--- config.mk ---
export PLATFORM = sky130hd
export DESIGN_NAME = fractional_n_pll_register_calc
export DESIGN_NICKNAME = d
export VERILOG_FILES = /design/src/hw/rtl/fnpll_pkg.sv /design/src/hw/rtl/fractional_n_pll_register_calc.sv /design/src/hw/rtl/fnpll_front.sv /design/src/hw/rtl/fnpll_reduce.sv /design/src/hw/rtl/fnpll_ser.sv
export SDC_FILE = /design/constraint.sdc
export NUM_CORES = 1
export LEC_CHECK = 0
export BUFFER_PORTS_ARGS = -buffer_cell sky130_fd_sc_hd__buf_2
export CORE_MARGIN = 2
export CORE_UTILIZATION = 58
export CTS_BUF_LIST = sky130_fd_sc_hd__clkbuf_8 sky130_fd_sc_hd__clkbuf_16
export CTS_CLUSTER_SIZE = 12
export DETAILED_ROUTE_END_ITERATION = 8
export GPL_TIMING_DRIVEN = 1
export PLACE_DENSITY = 0.78
export SKIP_CTS_REPAIR_TIMING = 1
export SYNTH_ARGS = -nofsm -noshare
export SYNTH_HDL_FRONTEND = slang
export SYNTH_HIERARCHICAL = 1
export SYNTH_SLANG_ARGS = --single-unit
--- constraint.sdc ---
create_clock -name clk_i -period 5.9 [get_ports clk_i]
set_input_delay 0.295 -clock clk_i [delete_from_list [all_inputs] [get_ports clk_i]]
set_output_delay 0.295 -clock clk_i [all_outputs]
set_load 0.05 [all_outputs]
--- src/hw/rtl/fnpll_pkg.sv ---
// Shared types, constants and helper functions of the PLL register word calculator.
package fnpll_pkg;

  localparam int unsigned FreqW    = 16;
  localparam int unsigned ProdW    = 17;
  localparam int unsigned IntW     = 8;
  localparam int unsigned RemW     = 8;
  localparam int unsigned FracW    = 10;
  localparam int unsigned ModW     = 10;
  localparam int unsigned CodeW    = 3;
  localparam int unsigned WordW    = 32;
  localparam int unsigned ExpW     = 2;
  localparam int unsigned NumWords = 4;
  localparam int unsigned IdxW     = $clog2(NumWords);

  localparam logic [FreqW-1:0] FreqMin = 16'd350;
  localparam logic [FreqW-1:0] FreqMax = 16'd44000;
  localparam int unsigned      VcoLowMhz = 2200;
  localparam int unsigned      DivSteps  = 6;

  localparam int unsigned      PfdTenths = 250;
  localparam int unsigned      RecipShift = 25;
  localparam int unsigned      RecipW    = 18;
  localparam logic [RecipW-1:0] Recip250 =
    RecipW'((64'd1 << RecipShift) / PfdTenths + 64'd1);

  localparam logic [WordW-1:0] WordRfOff  = 32'h00EC_801C;
  localparam logic [WordW-1:0] WordR1Base = 32'h0000_8001;
  localparam logic [WordW-1:0] WordR4Base = 32'h008C_803C;

  localparam logic [IdxW-1:0] IdxRfOff  = 2'd0;
  localparam logic [IdxW-1:0] IdxIntFrc = 2'd1;
  localparam logic [IdxW-1:0] IdxMod    = 2'd2;
  localparam logic [IdxW-1:0] IdxDivSel = 2'd3;

  typedef struct packed {
    logic [IntW-1:0]  int_part;
    logic [RemW-1:0]  rem;
    logic [CodeW-1:0] code;
  } fnpll_front_t;

  typedef struct packed {
    logic [IntW-1:0]  int_part;
    logic [FracW-1:0] frac;
    logic [ModW-1:0]  modulus;
    logic [CodeW-1:0] code;
  } fnpll_words_t;

  // Lowest frequency, in tenths of MHz, whose whole-MHz part reaches the VCO floor at 2^j
  function automatic logic [FreqW-1:0] k_thresh(input int unsigned j);
    int unsigned c;
    c = (VcoLowMhz + (1 << j) - 1) >> j;
    return FreqW'(10 * c);
  endfunction

  function automatic logic [RemW-1:0] div5(input logic [RemW-1:0] x);
    logic [17:0] p;
    p = {10'd0, x} * 18'd205;
    return RemW'(p[17:10]);
  endfunction

  function automatic logic [ModW-1:0] mod_base(input logic [ExpW-1:0] a);
    logic [ModW-1:0] m;
    case (a)
      2'd0:    m = 10'd1000;
      2'd1:    m = 10'd200;
      2'd2:    m = 10'd40;
      default: m = 10'd8;
    endcase
    return m;
  endfunction

endpackage

--- src/hw/rtl/fractional_n_pll_register_calc.sv ---
// Top level of the fractional-N PLL register word calculator.
// Each frequency request (tenths of MHz, clamped to 35.0..4400.0 MHz) yields four
// 32-bit register words: RF off, INT/FRAC, modulus, divider select; tlast marks the
// fourth. A request passes the front and reduction pipelines and the output register
// before its first word appears. The output stage sends one word per cycle while m_axis_tready
// is high; a request is taken only while the output stage is empty or sends its fourth word,
// and the six-stage arithmetic pipeline in front of it holds up to six further requests while the output side stalls.
module fractional_n_pll_register_calc (
  input  logic        clk_i,
  input  logic        rst_ni,
  input  logic        s_axis_tvalid,
  output logic        s_axis_tready,
  input  logic [15:0] s_axis_tdata,   // [15:0] freq_tenths_mhz
  output logic        m_axis_tvalid,
  input  logic        m_axis_tready,
  output logic [31:0] m_axis_tdata,   // [31:0] reg_word
  output logic        m_axis_tlast    // last_word
);
  import fnpll_pkg::*;

  logic         en;
  logic         front_v, red_v;
  fnpll_front_t front_d;
  fnpll_words_t red_d;

  fnpll_front u_front (
    .clk_i   (clk_i),
    .rst_ni  (rst_ni),
    .en_i    (en),
    .valid_i (s_axis_tvalid),
    .freq_i  (s_axis_tdata[FreqW-1:0]),
    .valid_o (front_v),
    .data_o  (front_d)
  );

  fnpll_reduce u_reduce (
    .clk_i   (clk_i),
    .rst_ni  (rst_ni),
    .en_i    (en),
    .valid_i (front_v),
    .data_i  (front_d),
    .valid_o (red_v),
    .data_o  (red_d)
  );

  fnpll_ser u_ser (
    .clk_i         (clk_i),
    .rst_ni        (rst_ni),
    .valid_i       (red_v),
    .data_i        (red_d),
    .en_o          (en),
    .m_axis_tvalid (m_axis_tvalid),
    .m_axis_tready (m_axis_tready),
    .m_axis_tdata  (m_axis_tdata),
    .m_axis_tlast  (m_axis_tlast)
  );

  assign s_axis_tready = en;

endmodule

--- src/hw/rtl/fnpll_front.sv ---
// Front pipeline: clamp, divider select, VCO product, integer part and remainder.
module fnpll_front (
  input  logic                        clk_i,
  input  logic                        rst_ni,
  input  logic                        en_i,
  input  logic                        valid_i,
  input  logic [fnpll_pkg::FreqW-1:0] freq_i,
  output logic                        valid_o,
  output fnpll_pkg::fnpll_front_t     data_o
);
  import fnpll_pkg::*;

  logic             v1_q, v2_q, v3_q;
  logic [FreqW-1:0] f1_d, f1_q;
  logic [CodeW-1:0] k1_d, k1_q, k2_q;
  logic [ProdW-1:0] prod2_d, prod2_q;
  logic [IntW-1:0]  q2_d, q2_q;
  logic [ProdW+RecipW-1:0] mul2;
  logic [ProdW-1:0] rem3_w;
  fnpll_front_t     s3_d, s3_q;

  always_comb begin
    f1_d = freq_i;
    if (freq_i < FreqMin) f1_d = FreqMin;
    if (freq_i > FreqMax) f1_d = FreqMax;
    k1_d = '0;
    for (int j = 0; j < DivSteps; j++) begin
      if (f1_d < k_thresh(j)) k1_d = k1_d + CodeW'(1);
    end
  end

  always_comb begin
    prod2_d = ProdW'({1'b0, f1_q}) << k1_q;
    mul2    = {{RecipW{1'b0}}, prod2_d} * {{ProdW{1'b0}}, Recip250};
    q2_d    = mul2[RecipShift+IntW-1:RecipShift];
  end

  always_comb begin
    rem3_w        = prod2_q - ProdW'(q2_q * ProdW'(PfdTenths));
    s3_d.int_part = q2_q;
    s3_d.rem      = rem3_w[RemW-1:0];
    s3_d.code     = k2_q;
  end

  always_ff @(posedge clk_i or negedge rst_ni) begin
    if (!rst_ni) begin
      v1_q <= 1'b0;
      v2_q <= 1'b0;
      v3_q <= 1'b0;
    end else if (en_i) begin
      v1_q <= valid_i;
      v2_q <= v1_q;
      v3_q <= v2_q;
    end
  end

  always_ff @(posedge clk_i) begin
    if (en_i) begin
      f1_q    <= f1_d;
      k1_q    <= k1_d;
      prod2_q <= prod2_d;
      q2_q    <= q2_d;
      k2_q    <= k1_q;
      s3_q    <= s3_d;
    end
  end

  assign valid_o = v3_q;
  assign data_o  = s3_q;

endmodule

--- src/hw/rtl/fnpll_reduce.sv ---
// Fraction reduction pipeline: three divide-by-five stages, then the power-of-two step.
module fnpll_reduce (
  input  logic                    clk_i,
  input  logic                    rst_ni,
  input  logic                    en_i,
  input  logic                    valid_i,
  input  fnpll_pkg::fnpll_front_t data_i,
  output logic                    valid_o,
  output fnpll_pkg::fnpll_words_t data_o
);
  import fnpll_pkg::*;

  localparam int unsigned Steps = 3;

  logic [Steps-1:0] v_q;
  logic [RemW-1:0]  x_d [Steps];
  logic [RemW-1:0]  x_q [Steps];
  logic [ExpW-1:0]  a_d [Steps];
  logic [ExpW-1:0]  a_q [Steps];
  logic [IntW-1:0]  int_q  [Steps];
  logic [CodeW-1:0] code_q [Steps];
  logic [RemW-1:0]  x_in  [Steps];
  logic [ExpW-1:0]  a_in  [Steps];
  logic [RemW-1:0]  q5    [Steps];

  logic [FracW-1:0] frac5;
  logic [1:0]       b;

  always_comb begin
    for (int s = 0; s < Steps; s++) begin
      x_in[s] = (s == 0) ? data_i.rem : x_q[(s == 0) ? 0 : s-1];
      a_in[s] = (s == 0) ? '0 : a_q[(s == 0) ? 0 : s-1];
      q5[s]   = div5(x_in[s]);
      if (RemW'(q5[s] * RemW'(5)) == x_in[s]) begin
        x_d[s] = q5[s];
        a_d[s] = a_in[s] + ExpW'(1);
      end else begin
        x_d[s] = x_in[s];
        a_d[s] = a_in[s];
      end
    end
  end

  always_ff @(posedge clk_i or negedge rst_ni) begin
    if (!rst_ni) begin
      v_q <= '0;
    end else if (en_i) begin
      v_q <= {v_q[Steps-2:0], valid_i};
    end
  end

  always_ff @(posedge clk_i) begin
    if (en_i) begin
      for (int s = 0; s < Steps; s++) begin
        x_q[s]    <= x_d[s];
        a_q[s]    <= a_d[s];
        int_q[s]  <= (s == 0) ? data_i.int_part : int_q[(s == 0) ? 0 : s-1];
        code_q[s] <= (s == 0) ? data_i.code : code_q[(s == 0) ? 0 : s-1];
      end
    end
  end

  always_comb begin
    frac5 = {x_q[Steps-1], 2'b00};
    if (frac5 == '0 || frac5[2:0] == 3'b000) begin
      b = 2'd3;
    end else if (frac5[1:0] == 2'b00) begin
      b = 2'd2;
    end else if (frac5[0] == 1'b0) begin
      b = 2'd1;
    end else begin
      b = 2'd0;
    end
    data_o.int_part = int_q[Steps-1];
    data_o.frac     = frac5 >> b;
    data_o.modulus  = mod_base(a_q[Steps-1]) >> b;
    data_o.code     = code_q[Steps-1];
  end

  assign valid_o = v_q[Steps-1];

endmodule

--- src/hw/rtl/fnpll_ser.sv ---
// Output stage: hold one result set and send its four register words in order.
module fnpll_ser (
  input  logic                        clk_i,
  input  logic                        rst_ni,
  input  logic                        valid_i,
  input  fnpll_pkg::fnpll_words_t     data_i,
  output logic                        en_o,
  output logic                        m_axis_tvalid,
  input  logic                        m_axis_tready,
  output logic [fnpll_pkg::WordW-1:0] m_axis_tdata,
  output logic                        m_axis_tlast
);
  import fnpll_pkg::*;

  logic            v_q;
  logic [IdxW-1:0] idx_d, idx_q;
  fnpll_words_t    w_q;
  logic            fire;

  assign fire = v_q && m_axis_tready;
  assign en_o = !v_q || (fire && idx_q == IdxDivSel);

  always_comb begin
    idx_d = idx_q;
    if (fire) idx_d = idx_q + IdxW'(1);
  end

  always_ff @(posedge clk_i or negedge rst_ni) begin
    if (!rst_ni) begin
      v_q   <= 1'b0;
      idx_q <= IdxRfOff;
    end else begin
      idx_q <= idx_d;
      if (en_o) v_q <= valid_i;
    end
  end

  always_ff @(posedge clk_i) begin
    if (en_o) w_q <= data_i;
  end

  always_comb begin
    case (idx_q)
      IdxRfOff:  m_axis_tdata = WordRfOff;
      IdxIntFrc: m_axis_tdata = (WordW'(w_q.int_part) << 15) + (WordW'(w_q.frac) << 3);
      IdxMod:    m_axis_tdata = WordR1Base + (WordW'(w_q.modulus) << 3);
      IdxDivSel: m_axis_tdata = WordR4Base + (WordW'(w_q.code) << 20);
      default:   m_axis_tdata = WordRfOff;
    endcase
  end

  assign m_axis_tvalid = v_q;
  assign m_axis_tlast  = (idx_q == IdxDivSel);

endmodule

Word-level counts from Yosys, hierarchy flattened
Memory sizes are Yosys's and may differ from the RTL's. A register that Yosys moved wholly into a read port is not among the register bits.
Index checks and enable logic that the tools add are counted.
Storage, ports and cells
  register bits after elaboration: 86
  latch bits: 0
  memory bits (writable): 63
  memory bits (read-only): 0
  output and inout port bits: 35
  logic and storage cells: 87
  memories kept: 4
Cells by class
  $add $sub $neg: 12
  multipliers: 8
  divide/modulo/power cells: 0
  order comparisons: 8
  equality and inequality tests: 8
  shifts and indexed selects: 3
  mux-type cells: 19
  bitwise gates (word level): 1
  reduce and logical (&&, ||, !) cells: 8
Memory list
  u_reduce.int_q: words 3, bits a word 8, read ports 3, clocked after memory_dff 1, wr ports 3, line fnpll_reduce.sv:20  | logic [IntW-1:0] int_q [Steps];
  u_reduce.x_q: words 3, bits a word 8, read ports 3, clocked after memory_dff 0, wr ports 3, line fnpll_reduce.sv:17  | logic [RemW-1:0] x_q [Steps];
  u_reduce.code_q: words 3, bits a word 3, read ports 3, clocked after memory_dff 1, wr ports 3, line fnpll_reduce.sv:21  | logic [CodeW-1:0] code_q [Steps];
  u_reduce.a_q: words 3, bits a word 2, read ports 3, clocked after memory_dff 0, wr ports 3, line fnpll_reduce.sv:19  | logic [ExpW-1:0] a_q [Steps];
Operators by type and width (count)
  case mux 32 bit (4 select lines): 1
  multiplier 8 x 8 -> 16 bit, second input constant: 3
  multiplier 17 x 17 -> 32 bit, second input constant: 1
  two-way mux 16 bit: 2
  case mux 10 bit (3 select lines): 1
  adder 24 x 23 -> 25 bit, first input constant: 1
  adder 23 x 13 -> 24 bit: 1
  equality test 8 bit: 3
  multiplier 6 x 3 -> 8 bit, second input constant: 3
  two-way mux 8 bit: 3
  right shift 10 x 2 -> 10 bit: 2
  adder 16 x 13 -> 17 bit, first input constant: 1
  left shift 16 x 3 -> 17 bit: 1
  greater-than comparator 16 bit, second input constant: 1
  < comparator 16 x 10 -> 1 bit, second input constant: 1
  < comparator 16 x 11 -> 1 bit, second input constant: 1
  < comparator 16 x 12 -> 1 bit, second input constant: 1
  < comparator 16 x 13 -> 1 bit, second input constant: 1
  < comparator 16 x 14 -> 1 bit, second input constant: 1
  < comparator 16 x 15 -> 1 bit, second input constant: 1
  < comparator 16 x 9 -> 1 bit, second input constant: 1
  two-way mux 3 bit: 5
  adder 3 x 1 -> 3 bit, second input constant: 4
  zero test 8 bit: 1
  13 further kinds: 26

Logic depth before layout (Yosys ltp)
Gate-level depths: netlist of run 1.
  depth in word-level cells: 15
  depth in mapped cells: 27

Hierarchy
Netlist of run 1, hierarchy kept.
Modules (own cells, without submodules)
  fnpll_front: times used 1, cells an instance 687, area an instance 7229.4 um2, sequential area each 1786.7 um2
  fnpll_reduce: times used 1, cells an instance 619, area an instance 6874.1 um2, sequential area each 1936.9 um2
  fnpll_ser: times used 1, cells an instance 100, area an instance 1472.7 um2, sequential area each 1006.0 um2

Least setup slack after synthesis of run 1
OpenSTA, ideal clock, no wires.
  path kind: reg-to-reg
  from: register u_front.k1_q[1]
  to: register u_front.q2_q[5] (data pin)
  setup time: 0.263 ns
  data arrival time: 6.262 ns
  data required time: 5.637 ns
  path slack: -0.624 ns
  stages on the path, launching flop included: 24
  path buffers: 2
  period minus slack after synthesis: 6.524 ns
  cell sequence: edfxtp_1 > buf_2 > buf_1 > mux2_2 > o21ai_0 > o21ai_0 > ha_1 > ha_1 > fa_1 > inv_1 > fa_1 > inv_1 > fa_1 > inv_1 > fa_1 > inv_1 > ha_1 > and3_1 > a21oi_1 > and3b_1 > or4_1 > o221a_2 > o41ai_2 > xnor2_1
Between the ends
  cells in the longest elaborated chain, start to end: 2
Ends and longest elaborated chain
  start: declaration: line fnpll_front.sv:15  | logic [CodeW-1:0] k1_d, k1_q, k2_q;
  start signal: assignment: line fnpll_front.sv:60  | k1_q <= k1_d;
  left shift 16 x 3 -> 17 bit: line fnpll_front.sv:33  | prod2_d = ProdW'({1'b0, f1_q}) << k1_q;
  net u_front.prod2_d[6]: line fnpll_front.sv:16  | logic [ProdW-1:0] prod2_d, prod2_q;
  multiplier 17 x 17 -> 32 bit: line fnpll_front.sv:34  | mul2 = {{RecipW{1'b0}}, prod2_d} * {{ProdW{1'b0}}, Recip250};
  net u_front.mul2[30]: line fnpll_front.sv:18  | logic [ProdW+RecipW-1:0] mul2;
  end signal: assignment: line fnpll_front.sv:62  | q2_q <= q2_d;
  end: declaration: line fnpll_front.sv:17  | logic [IntW-1:0] q2_d, q2_q;
The timed path passes the listed nets, and every way through them passes these cells.
A chain may end at the register's enable or synchronous reset.

Worst setup path in the final report of run 1
  from: register u_front.k1_q[1]
  to: register u_front.q2_q[6] (data pin)
Between the ends
  cells in the longest elaborated chain, start to end: 2
Ends and longest elaborated chain (line)
  left shift 16 x 3 -> 17 bit: fnpll_front.sv:33
  multiplier 17 x 17 -> 32 bit: fnpll_front.sv:34
  net u_front.mul2[31]: fnpll_front.sv:18
The timed path passes the listed nets, and every way through them passes these cells.

==> qor.csv, run 1 <==
metric,value,unit
outcome,finished with violations,
failing checks,setup timing,
max-cap viol count,0,
Port-buffer cells,43,
"EDFF count, synth",150,
row cnt,59,
reg2reg setup slack,-340,ps
most numerous cell on the critical path,fa_1,
Finish-stage setup viols,26,
DR vias,11493,
Final ANT Viol Nets,0,
root buffer cell,clkbuf_16,
DP HPWL,25100,µm
largest net degree at the start of global routing,61,
CTS tree,built,
CP top delay family,adder cells,
worst reg2reg endpoint,u_front/q2_q[6],
Final Slew Violations,0,
GRT Util Overall,23.5,%
Hold Path End,u_front/v1_q,
"Distinct cells, synth",83,
initial antenna violation count,0,
clk sink count,159,
critical path type,reg -> reg,
I/O pin count,55,
CP max FO,6,
Filler Cell Count,1578,
total gr overflow,0,
Synth Flop Type,edfxtp_1,
CP max stage cell,or4_4,
fraction of layout cells with a size suffix above 1,29.5,%
clock buffer depth,2,
worst hold margin,105,ps
number of hold violations in the final report,0,
die width,168,µm
Area Growth Syn to Fin,23.7,%
Setup WS post-layout,-344,ps
RSZ-0062 raised after global routing,yes,
hold path cells,2,
ys async rst share,5.66,%
Worst Max-Slew Pin Slew,761,ps
DRT iter0 DRCs,857,
"Warnings, synthesis",6,
sequential-to-total area share from yosys stat,30.4,%
Worst Setup Start Kind,flip-flop,
"CTS clk-pin slew, worst paths",80,ps
"wirelength, routed",37200,µm
Max Freq,160,MHz
HP Start,s_axis_tvalid,
skew final,11.9,ps
syn avg cell area,11.1,µm²
DR vias/cell,5.84,
max incr delay on CP,540,ps
DRC Markers,0,
CP endpoint kind,flip-flop,
Worst R2R Start,u_front/k1_q[1],
Synth Register Bits,159,
Detailed Routing Iterations Pass 1,5,
HP Class,in -> reg,
Die Y,168,µm
H-Tree Depth,4,
Inserted Clock Buffers,17,
worst r2r path cells,25,
fin crit share,106,%
min cycle time layout,6240,ps
Die Area,28200,µm²
Diodes inserted,0,
core area,26200,µm²
Worst slew margin,49.3,%
"Clk Latency, worst-skew pair",430,ps
WL/cell,18.9,µm
Worst Path Buf+Inv,7,
vias in the first global route,11491,
CP arrival,6500,ps
DP Cell Count,1888,
Non-Filler Instances,1967,
Required @ worst endpoint,6160,ps
Gate Count Post-Synth,1406,
area of the mapped netlist,15600,µm²
nets,2031,
RD Place Congestion,0.949,
first-pass GRT wire length,54200,µm
Starting Density,59.4,%
==> synth_stat cells (11+ instances only) <==
| cell type | n | share of area, % |
|---|---|---|
| edfxtp_1 | 150 | 29 |
| a21o_1 | 33 | 1.6 |
| nor3_1 | 13 | 0.42 |
| a21oi_1 | 50 | 1.6 |
| buf_4 | 28 | 1.3 |
| nand2b_1 | 11 | 0.44 |
| fa_1 | 76 | 9.8 |
| mux2_2 | 26 | 1.9 |
| and2_1 | 22 | 0.88 |
| inv_1 | 205 | 4.9 |
| and3_1 | 11 | 0.44 |
| xor2_1 | 39 | 2.2 |
| mux2i_1 | 21 | 1.3 |
| nand2_1 | 51 | 1.2 |
| ha_1 | 316 | 25 |
| o21ai_0 | 34 | 1.1 |
| nand3_1 | 18 | 0.58 |
| xnor2_1 | 57 | 3.2 |
| nor2_1 | 48 | 1.2 |
| clkbuf_1 | 18 | 0.43 |
==> area by class of cell <==
| class | instances | area, µm² | share of cell area, % |
|---|---|---|---|
| Clock inverter | 15 | 211 | 1.10 |
| Multi-Input combinational cell | 997 | 10900 | 56.7 |
| Tap cell | 335 | 419 | 2.17 |
| Inverter | 205 | 773 | 4.01 |
| Clock buffer | 17 | 425 | 2.21 |
| Timing Repair Buffer | 239 | 1790 | 9.27 |
| Sequential cell | 159 | 4730 | 24.5 |
==> layout by cell type (no fill, tap or decap), types with 10 or more instances in the layout <==
cell type,Yosys,layout
ha_1,316,276
inv_1,205,192
buf_4,28,181
edfxtp_1,150,150
fa_1,76,72
xnor2_1,57,50
nand2_1,51,47
nor2_1,48,44
buf_2,6,43
a21oi_1,50,37
ha_4,0,36
a21o_1,33,33
xor2_1,39,33
and2_1,22,21
mux2_2,26,20
clkbuf_16,0,19
o21ai_0,34,19
nand3_1,18,15
conb_1,2,15
inv_2,0,12
a21oi_2,0,12
buf_6,4,10
mux2i_1,21,10
nand2b_1,11,10
==> worst max path at each step <==
stage               depth (start not counted)            start               to  slack [ps]
CTS                                        23  u_front/k1_q[1]  u_front/q2_q[5]        -390
floorplan                                  23  u_front/k1_q[1]  u_front/q2_q[5]         -60
global placement                           18  u_front/k1_q[1]  u_front/q2_q[5]        -150
detailed placement                         23  u_front/k1_q[1]  u_front/q2_q[5]        -300
global route                               25  u_front/k1_q[1]  u_front/q2_q[6]        -500
finish                                     25  u_front/k1_q[1]  u_front/q2_q[6]        -340
==> worst register-to-register path: cells and delay by family (launching register included) <==
kind,cells,cell delay (ps)
DFF,1,360
buffers and inverters,7,660
and+or+nand+nor,5,1240
AOI/OAI and AO/OA,6,940
adders and majority gates,6,2530
muxes,1,380
==> per-layer routing <==
layer	vias to the layer above	global-route usage (%)	part of all wire [%]
met5	-	0	0
met1	5655	30.8	41
met2	405	40.6	51
li1	5338	-	-
met3	95	3.81	5.1
met4	0	6.73	2.5
==> kinds of logic (layout without fill, tap and decap cells) <==
| group | Yosys count | in the layout | synth area share (%) |
|---|---|---|---|
| AO/OA/AOI/OAI | 205 | 205 | 9.21 |
| XOR/XNOR | 102 | 102 | 6.30 |
| other | 2 | 15 | 0.0482 |
| adder cells (fa/ha/maj) | 392 | 392 | 35.2 |
| AND/OR/NAND/NOR | 233 | 233 | 8.16 |
| buffers and inverters | 263 | 476 | 7.33 |
| multiplexers | 50 | 50 | 3.45 |
| flip-flops | 159 | 159 | 30.4 |
==> state kept, by name, summed over array words and instances, names as in the netlist <==
register and cells:
u_reduce/x_q 24, u_reduce/v_q 3, u_front/prod2_q 8, u_front/v1_q 1, u_front/f1_q 16, u_reduce/a_q 5, u_front/v2_q 1, u_front/q2_q 8
u_reduce/int_q 24, u_front/k2_q 3, u_front/valid_o 1, u_reduce/code_q 9, u_ser/idx_q 2, u_front/k1_q 3, u_ser/m_axis_tvalid 1, u_ser/w_q 31
u_front/data_o 19
==> stage by stage <==
stage / TNS (ps) / utilization [%] / instance area, µm² / setup slack (ps)
floorplan: -57.8 / - / 15900 / -57.8
global placement: -1500 / 66.0 / 17300 / -152
detailed placement: -4090 / 66.0 / 17300 / -305
CTS: -5710 / 68.4 / 17900 / -389
global route: -9390 / 73.5 / 19300 / -504
finish: -3950 / 73.5 / 19300 / -344
Power of run 1 is not shown: default switching activity piles up to over one toggle a cycle in this logic, so the estimate is an artifact.
==> inputs of run 2 (changes only) <==
--- a/config.mk
+++ b/config.mk
@@ -5,7 +5,7 @@
 export SDC_FILE = /design/constraint.sdc
 export NUM_CORES = 1
 export LEC_CHECK = 0
-export BUFFER_PORTS_ARGS = -buffer_cell sky130_fd_sc_hd__buf_2
+export BUFFER_PORTS_ARGS = -buffer_cell sky130_fd_sc_hd__buf_4
 export CORE_MARGIN = 2
 export CORE_UTILIZATION = 58
 export CTS_BUF_LIST = sky130_fd_sc_hd__clkbuf_8 sky130_fd_sc_hd__clkbuf_16
@@ -13,7 +13,6 @@
 export DETAILED_ROUTE_END_ITERATION = 8
 export GPL_TIMING_DRIVEN = 1
 export PLACE_DENSITY = 0.78
-export SKIP_CTS_REPAIR_TIMING = 1
 export SYNTH_ARGS = -nofsm -noshare
 export SYNTH_HDL_FRONTEND = slang
 export SYNTH_HIERARCHICAL = 1
==> run 2 against run 1 <==
Net effect: the flow still finishes with violations (setup timing); sequential share of layout area fell by 0.31 points; global-route usage increased by 2.0 points; via count grew 1.8%; flip-flop and latch count stayed put; hold slack got worse by 8.4 ps; utilization increased by 0.95 points; highest routed layer unchanged.
==> qor.csv, run 2 (synthesis results as in run 1) <==
metric,value,unit
outcome,finished with violations,
failing checks,setup timing,
CP arrival,6590,ps
worst reg2reg endpoint,u_front/q2_q[6],
Final ANT Viol Nets,0,
CTS tree,built,
max-cap viol count,0,
Starting Density,59.4,%
Finish-stage setup viols,29,
number of hold violations in the final report,0,
HP Start,s_axis_tvalid,
total gr overflow,0,
Reg with most FFs,u_ser/w_q,
vias in the first global route,11830,
"commonest non-fill, non-tap cell in the layout",ha_1,
fraction of layout cells with a size suffix above 1,30.7,%
skew final,16.5,ps
DP Cell Count,1886,
Worst R2R Start,u_front/k1_q[1],
reg2reg setup slack,-460,ps
Worst Max-Slew Pin Slew,804,ps
row cnt,59,
Worst Setup Start Kind,flip-flop,
root buffer cell,clkbuf_16,
max reg flops,31,
"CTS clk-pin slew, worst paths",80,ps
initial antenna violation count,0,
Max Freq,157,MHz
clock buffer depth,2,
post-route cell area,19500,µm²
Die Y,168,µm
largest registers,"u_ser/w_q: 31 flops, u_reduce/int_q: 24 flops, u_reduce/x_q: 24 flops",
critical path type,reg -> reg,
worst r2r path cells,25,
H-Tree Depth,4,
"Clk Latency, worst-skew pair",440,ps
first-pass GRT wire length,57900,µm
Setup WS post-layout,-455,ps
fin crit share,108,%
GRT Util Overall,25.5,%
RD Place Congestion,0.930,
core area,26200,µm²
Die Area,28200,µm²
Port-buffer cells,43,
post-placement cell area,17400,µm²
DRC Markers,0,
most frequent cells in the layout,"273 x ha_1, 220 x buf_4, 188 x inv_1",
min cycle time layout,6360,ps
DRT iter0 DRCs,906,
Hold Path End,u_front/v1_q,
Detailed Routing Iterations Pass 1,6,
DP HPWL,24600,µm
Area Growth Syn to Fin,25.3,%
DR vias,11700,
Required @ worst endpoint,6140,ps
clk sink count,159,
I/O pin count,55,
hold path cells,2,
"wirelength, routed",38700,µm
Non-Filler Instances,1970,
DR vias/cell,5.94,
Filler Cell Count,1482,
Worst slew margin,46.4,%
nets,2034,
WL/cell,19.6,µm
CP max FO,8,
largest net degree at the start of global routing,63,
Final Slew Violations,0,
Diodes inserted,0,
RSZ-0062 raised after global routing,yes,
Inserted Clock Buffers,17,
die width,168,µm
HP Class,in -> reg,
CP endpoint kind,flip-flop,
-- run 2: cell types whose count changed in the layout (fill, tap and decap cells not counted), moves of 4 or more --
cell   before  now
inv_2      12   16
inv_1     192  188
buf_6      10   18
buf_2      43    0
buf_4     181  220
-- run 2: metal layers --
metal	GRT usage, %	vias up	share of wire [%]
met1	32.7	5755	41
met3	3.43	134	4.5
met5	0	-	0
li1	-	5358	-
met2	44.6	453	51
met4	8.88	0	3.7
-- run 2: cell type report --
cell class / count / area, µm² / share of cell area, %
multi-input combinational: 997 / 11100 / 56.7
clock inverter: 15 / 209 / 1.07
inverter: 205 / 773 / 3.96
clock buffer: 17 / 425 / 2.18
timing repair inverter: 1 / 7.51 / 0.0385
tap: 335 / 419 / 2.15
timing repair buffer: 241 / 1900 / 9.73
sequential: 159 / 4730 / 24.2
-- run 2: how the worst max path moves through the flow --
stage / to / start / cells after the start
2_1_floorplan: u_front/q2_q[5] / u_front/k1_q[1] / 23
3_3_place_gp: u_reduce/x_q[0][12] / u_reduce/x_q[0][1] / 24
3_5_place_dp: u_reduce/x_q[0][4] / u_front/data_o[5] / 25
4_1_cts: u_reduce/x_q[0][4] / u_front/data_o[5] / 25
5_1_grt: u_front/q2_q[6] / u_front/k1_q[1] / 26
6_report: u_front/q2_q[6] / u_front/k1_q[1] / 25
-- run 2: stage by stage --
step	setup WS [ps]	hold WS, ps	setup TNS (ps)	util [%]
global route	-521	89.7	-9360	74.5
floorplan	-57.8	-0.591	-57.8	-
CTS	-236	72.4	-1240	72.5
global placement	-154	121	-1280	66.4
detailed placement	-309	128	-3080	66.4
finish	-455	96.3	-4450	74.5
-- run 2: critical path, cell delays in order, from the launching register on --
cell and delay (ps):
edfxtp_1 450, buf_12 190, mux2i_4 200, mux2i_2 220
buf_4 170, nand2_4 50, o21ai_4 120, ha_4 260
ha_4 150, fa_1 470, inv_1 80, fa_1 560
inv_2 60, fa_1 490, inv_2 40, fa_1 510
inv_2 50, ha_4 210, and3_4 180, a21oi_2 100
and3b_2 240, or4_4 480, o221a_4 280, buf_6 140
a21o_1 200, a31oi_1 250
-- run 2: what timing repair did --
action	4_1_cts	5_1_grt
hold buffers	1	0
endpoints found under the hold margin	9	0
pin swaps	82	57
resized for setup	106	88
endpoints found under the setup margin	28	31
cloned	1	1
buffers inserted	41	20
Power of run 2 is left out for the same reason.
==> inputs of run 3 (changes only) <==
--- a/config.mk
+++ b/config.mk
@@ -13,6 +13,7 @@
 export DETAILED_ROUTE_END_ITERATION = 8
 export GPL_TIMING_DRIVEN = 1
 export PLACE_DENSITY = 0.78
+export REMOVE_ABC_BUFFERS = 1
 export SYNTH_ARGS = -nofsm -noshare
 export SYNTH_HDL_FRONTEND = slang
 export SYNTH_HIERARCHICAL = 1
==> run 3 against run 2 <==
Net effect: critical path depth decreased by 1; register-to-register slack better by 100 ps; final area grew 2.6%; first-iteration DRC count up 29%; the run still ends with setup timing left; die area is the same; via count increased by 3.4%; global-route usage up 1.9 points; wire length up 8.7%.
==> qor.csv, run 3 (synthesis results as in run 1) <==
metric,value,unit
outcome,finished with violations,
failing checks,setup timing,
"wirelength, routed",42100,µm
vias in the first global route,12283,
total gr overflow,0,
Required @ worst endpoint,6060,ps
Worst Max-Slew Pin Slew,864,ps
fin crit share,106,%
DRC Markers,0,
critical path type,reg -> reg,
Detailed Routing Iterations Pass 1,5,
worst r2r path cells,24,
max reg flops,31,
fraction of layout cells with a size suffix above 1,34.9,%
RSZ-0062 raised after global routing,yes,
Starting Density,59.4,%
RD Place Congestion,0.937,
HP Class,in -> reg,
CP max stage cell,edfxtp_1,
Worst slew margin,42.4,%
Final ANT Viol Nets,0,
DRT iter0 DRCs,1165,
Worst Setup Start Kind,flip-flop,
Die Y,168,µm
CP cell instances,"buf_6, mux2i_4, mux2i_1, nand2_1, o21ai_2, ha_1, ha_2, fa_1, inv_2, fa_1, inv_2, fa_1, inv_1, fa_2, inv_2, ha_4, and3_4, buf_6, nand4_1, nor2_1, a211o_1, o2111a_2, o211ai_1, o211ai_1",
HP Start,s_axis_tvalid,
initial antenna violation count,0,
DR vias,12098,
CP max FO,5,
CP top delay family,adder cells,
DP Cell Count,1917,
"Clk Latency, worst-skew pair",440,ps
row cnt,59,
I/O pin count,55,
die width,168,µm
worst slack at placement,-468,ps
Filler Cell Count,1425,
max incr delay on CP,530,ps
Setup WS post-layout,-353,ps
largest registers,"u_ser/w_q: 31 flops, u_reduce/int_q: 24 flops, u_reduce/x_q: 24 flops",
max-cap viol count,0,
min cycle time layout,6250,ps
Crit path depth,24,
clock buffer depth,2,
Port-buffer cells,43,
Worst R2R Start,u_front/k1_q[1],
most frequent cells in the layout,"259 x buf_4, 252 x ha_1, 181 x inv_1",
DR vias/cell,6.01,
Die Area,28200,µm²
CTS tree,built,
"commonest non-fill, non-tap cell in the layout",buf_4,
skew final,12.2,ps
Reg with most FFs,u_ser/w_q,
clk sink count,159,
"CTS clk-pin slew, worst paths",70,ps
Non-Filler Instances,2013,
Inserted Clock Buffers,17,
total negative slack,-4110,ps
CP endpoint kind,flip-flop,
Worst Path Buf+Inv,6,
core area,26200,µm²
DP HPWL,25700,µm
first-pass GRT wire length,61500,µm
Area Growth Syn to Fin,28.6,%
critical path startpoint,u_front/k1_q[1],
CP arrival,6410,ps
H-Tree Depth,4,
hold path cells,2,
fin util,76.4,%
Max Freq,160,MHz
GRT Util Overall,27.4,%
WL/cell,20.9,µm
number of hold violations in the final report,0,
Finish-stage setup viols,29,
Final Slew Violations,0,
largest net degree at the start of global routing,66,
root buffer cell,clkbuf_16,
Diodes inserted,0,
nets,2077,
## run 3: cell types whose count changed in the layout (fill, tap and decap cells not counted), sizes merged
cell and change:
buf +44, clkinv -3, clkinvlp -1, inv +3
## run 3: final timing paths
| path | endpoint | slack [ps] |
|---|---|---|
| setup / recovery | u_front/q2_q[7] | -350 |
| hold / removal | u_front/v1_q | 100 |
| setup reg to reg | u_front/q2_q[7] | -350 |
| hold reg to reg | u_ser/w_q[24] | 420 |
| max in group asynchronous | u_ser/idx_q[1] | 5560 |
| min in group asynchronous | u_front/v1_q | 210 |
## run 3: area by class of cell
cell class / count / area (µm²) / area share (%)
repair buffers: 285 / 2240 / 11.2
multi-input cells: 997 / 11300 / 56.3
well taps: 335 / 419 / 2.09
inverters: 205 / 769 / 3.84
clock inverters: 15 / 166 / 0.831
flip-flops and latches: 159 / 4730 / 23.6
clock buffers: 17 / 425 / 2.12
## run 3: through the flow
step                cell area (µm²)  hold slack, ps
global route                  20000            94.4
floorplan                     15300          -0.591
global placement              17300             122
finish                        20000             103
CTS                           19200            91.0
detailed placement            17300             124
## run 3: what timing repair did
action / CTS / global route
endpoints found under the hold margin: 9 / 0
buffers inserted: 44 / 27
endpoints found under the setup margin: 30 / 31
resized for setup: 172 / 117
pin swaps: 106 / 95
hold buffers: 1 / 0
## run 3: per-layer routing
| metal | track usage [%] | wire length [µm] | vias to the layer above |
|---|---|---|---|
| met2 | 47.9 | 21400 | 562 |
| met4 | 9.30 | 1560 | 0 |
| met3 | 4.25 | 2660 | 137 |
| li1 | - | - | 5421 |
| met1 | 34.8 | 16500 | 5978 |
| met5 | 0 | 0 | - |
Power of run 3 is left out for the same reason.
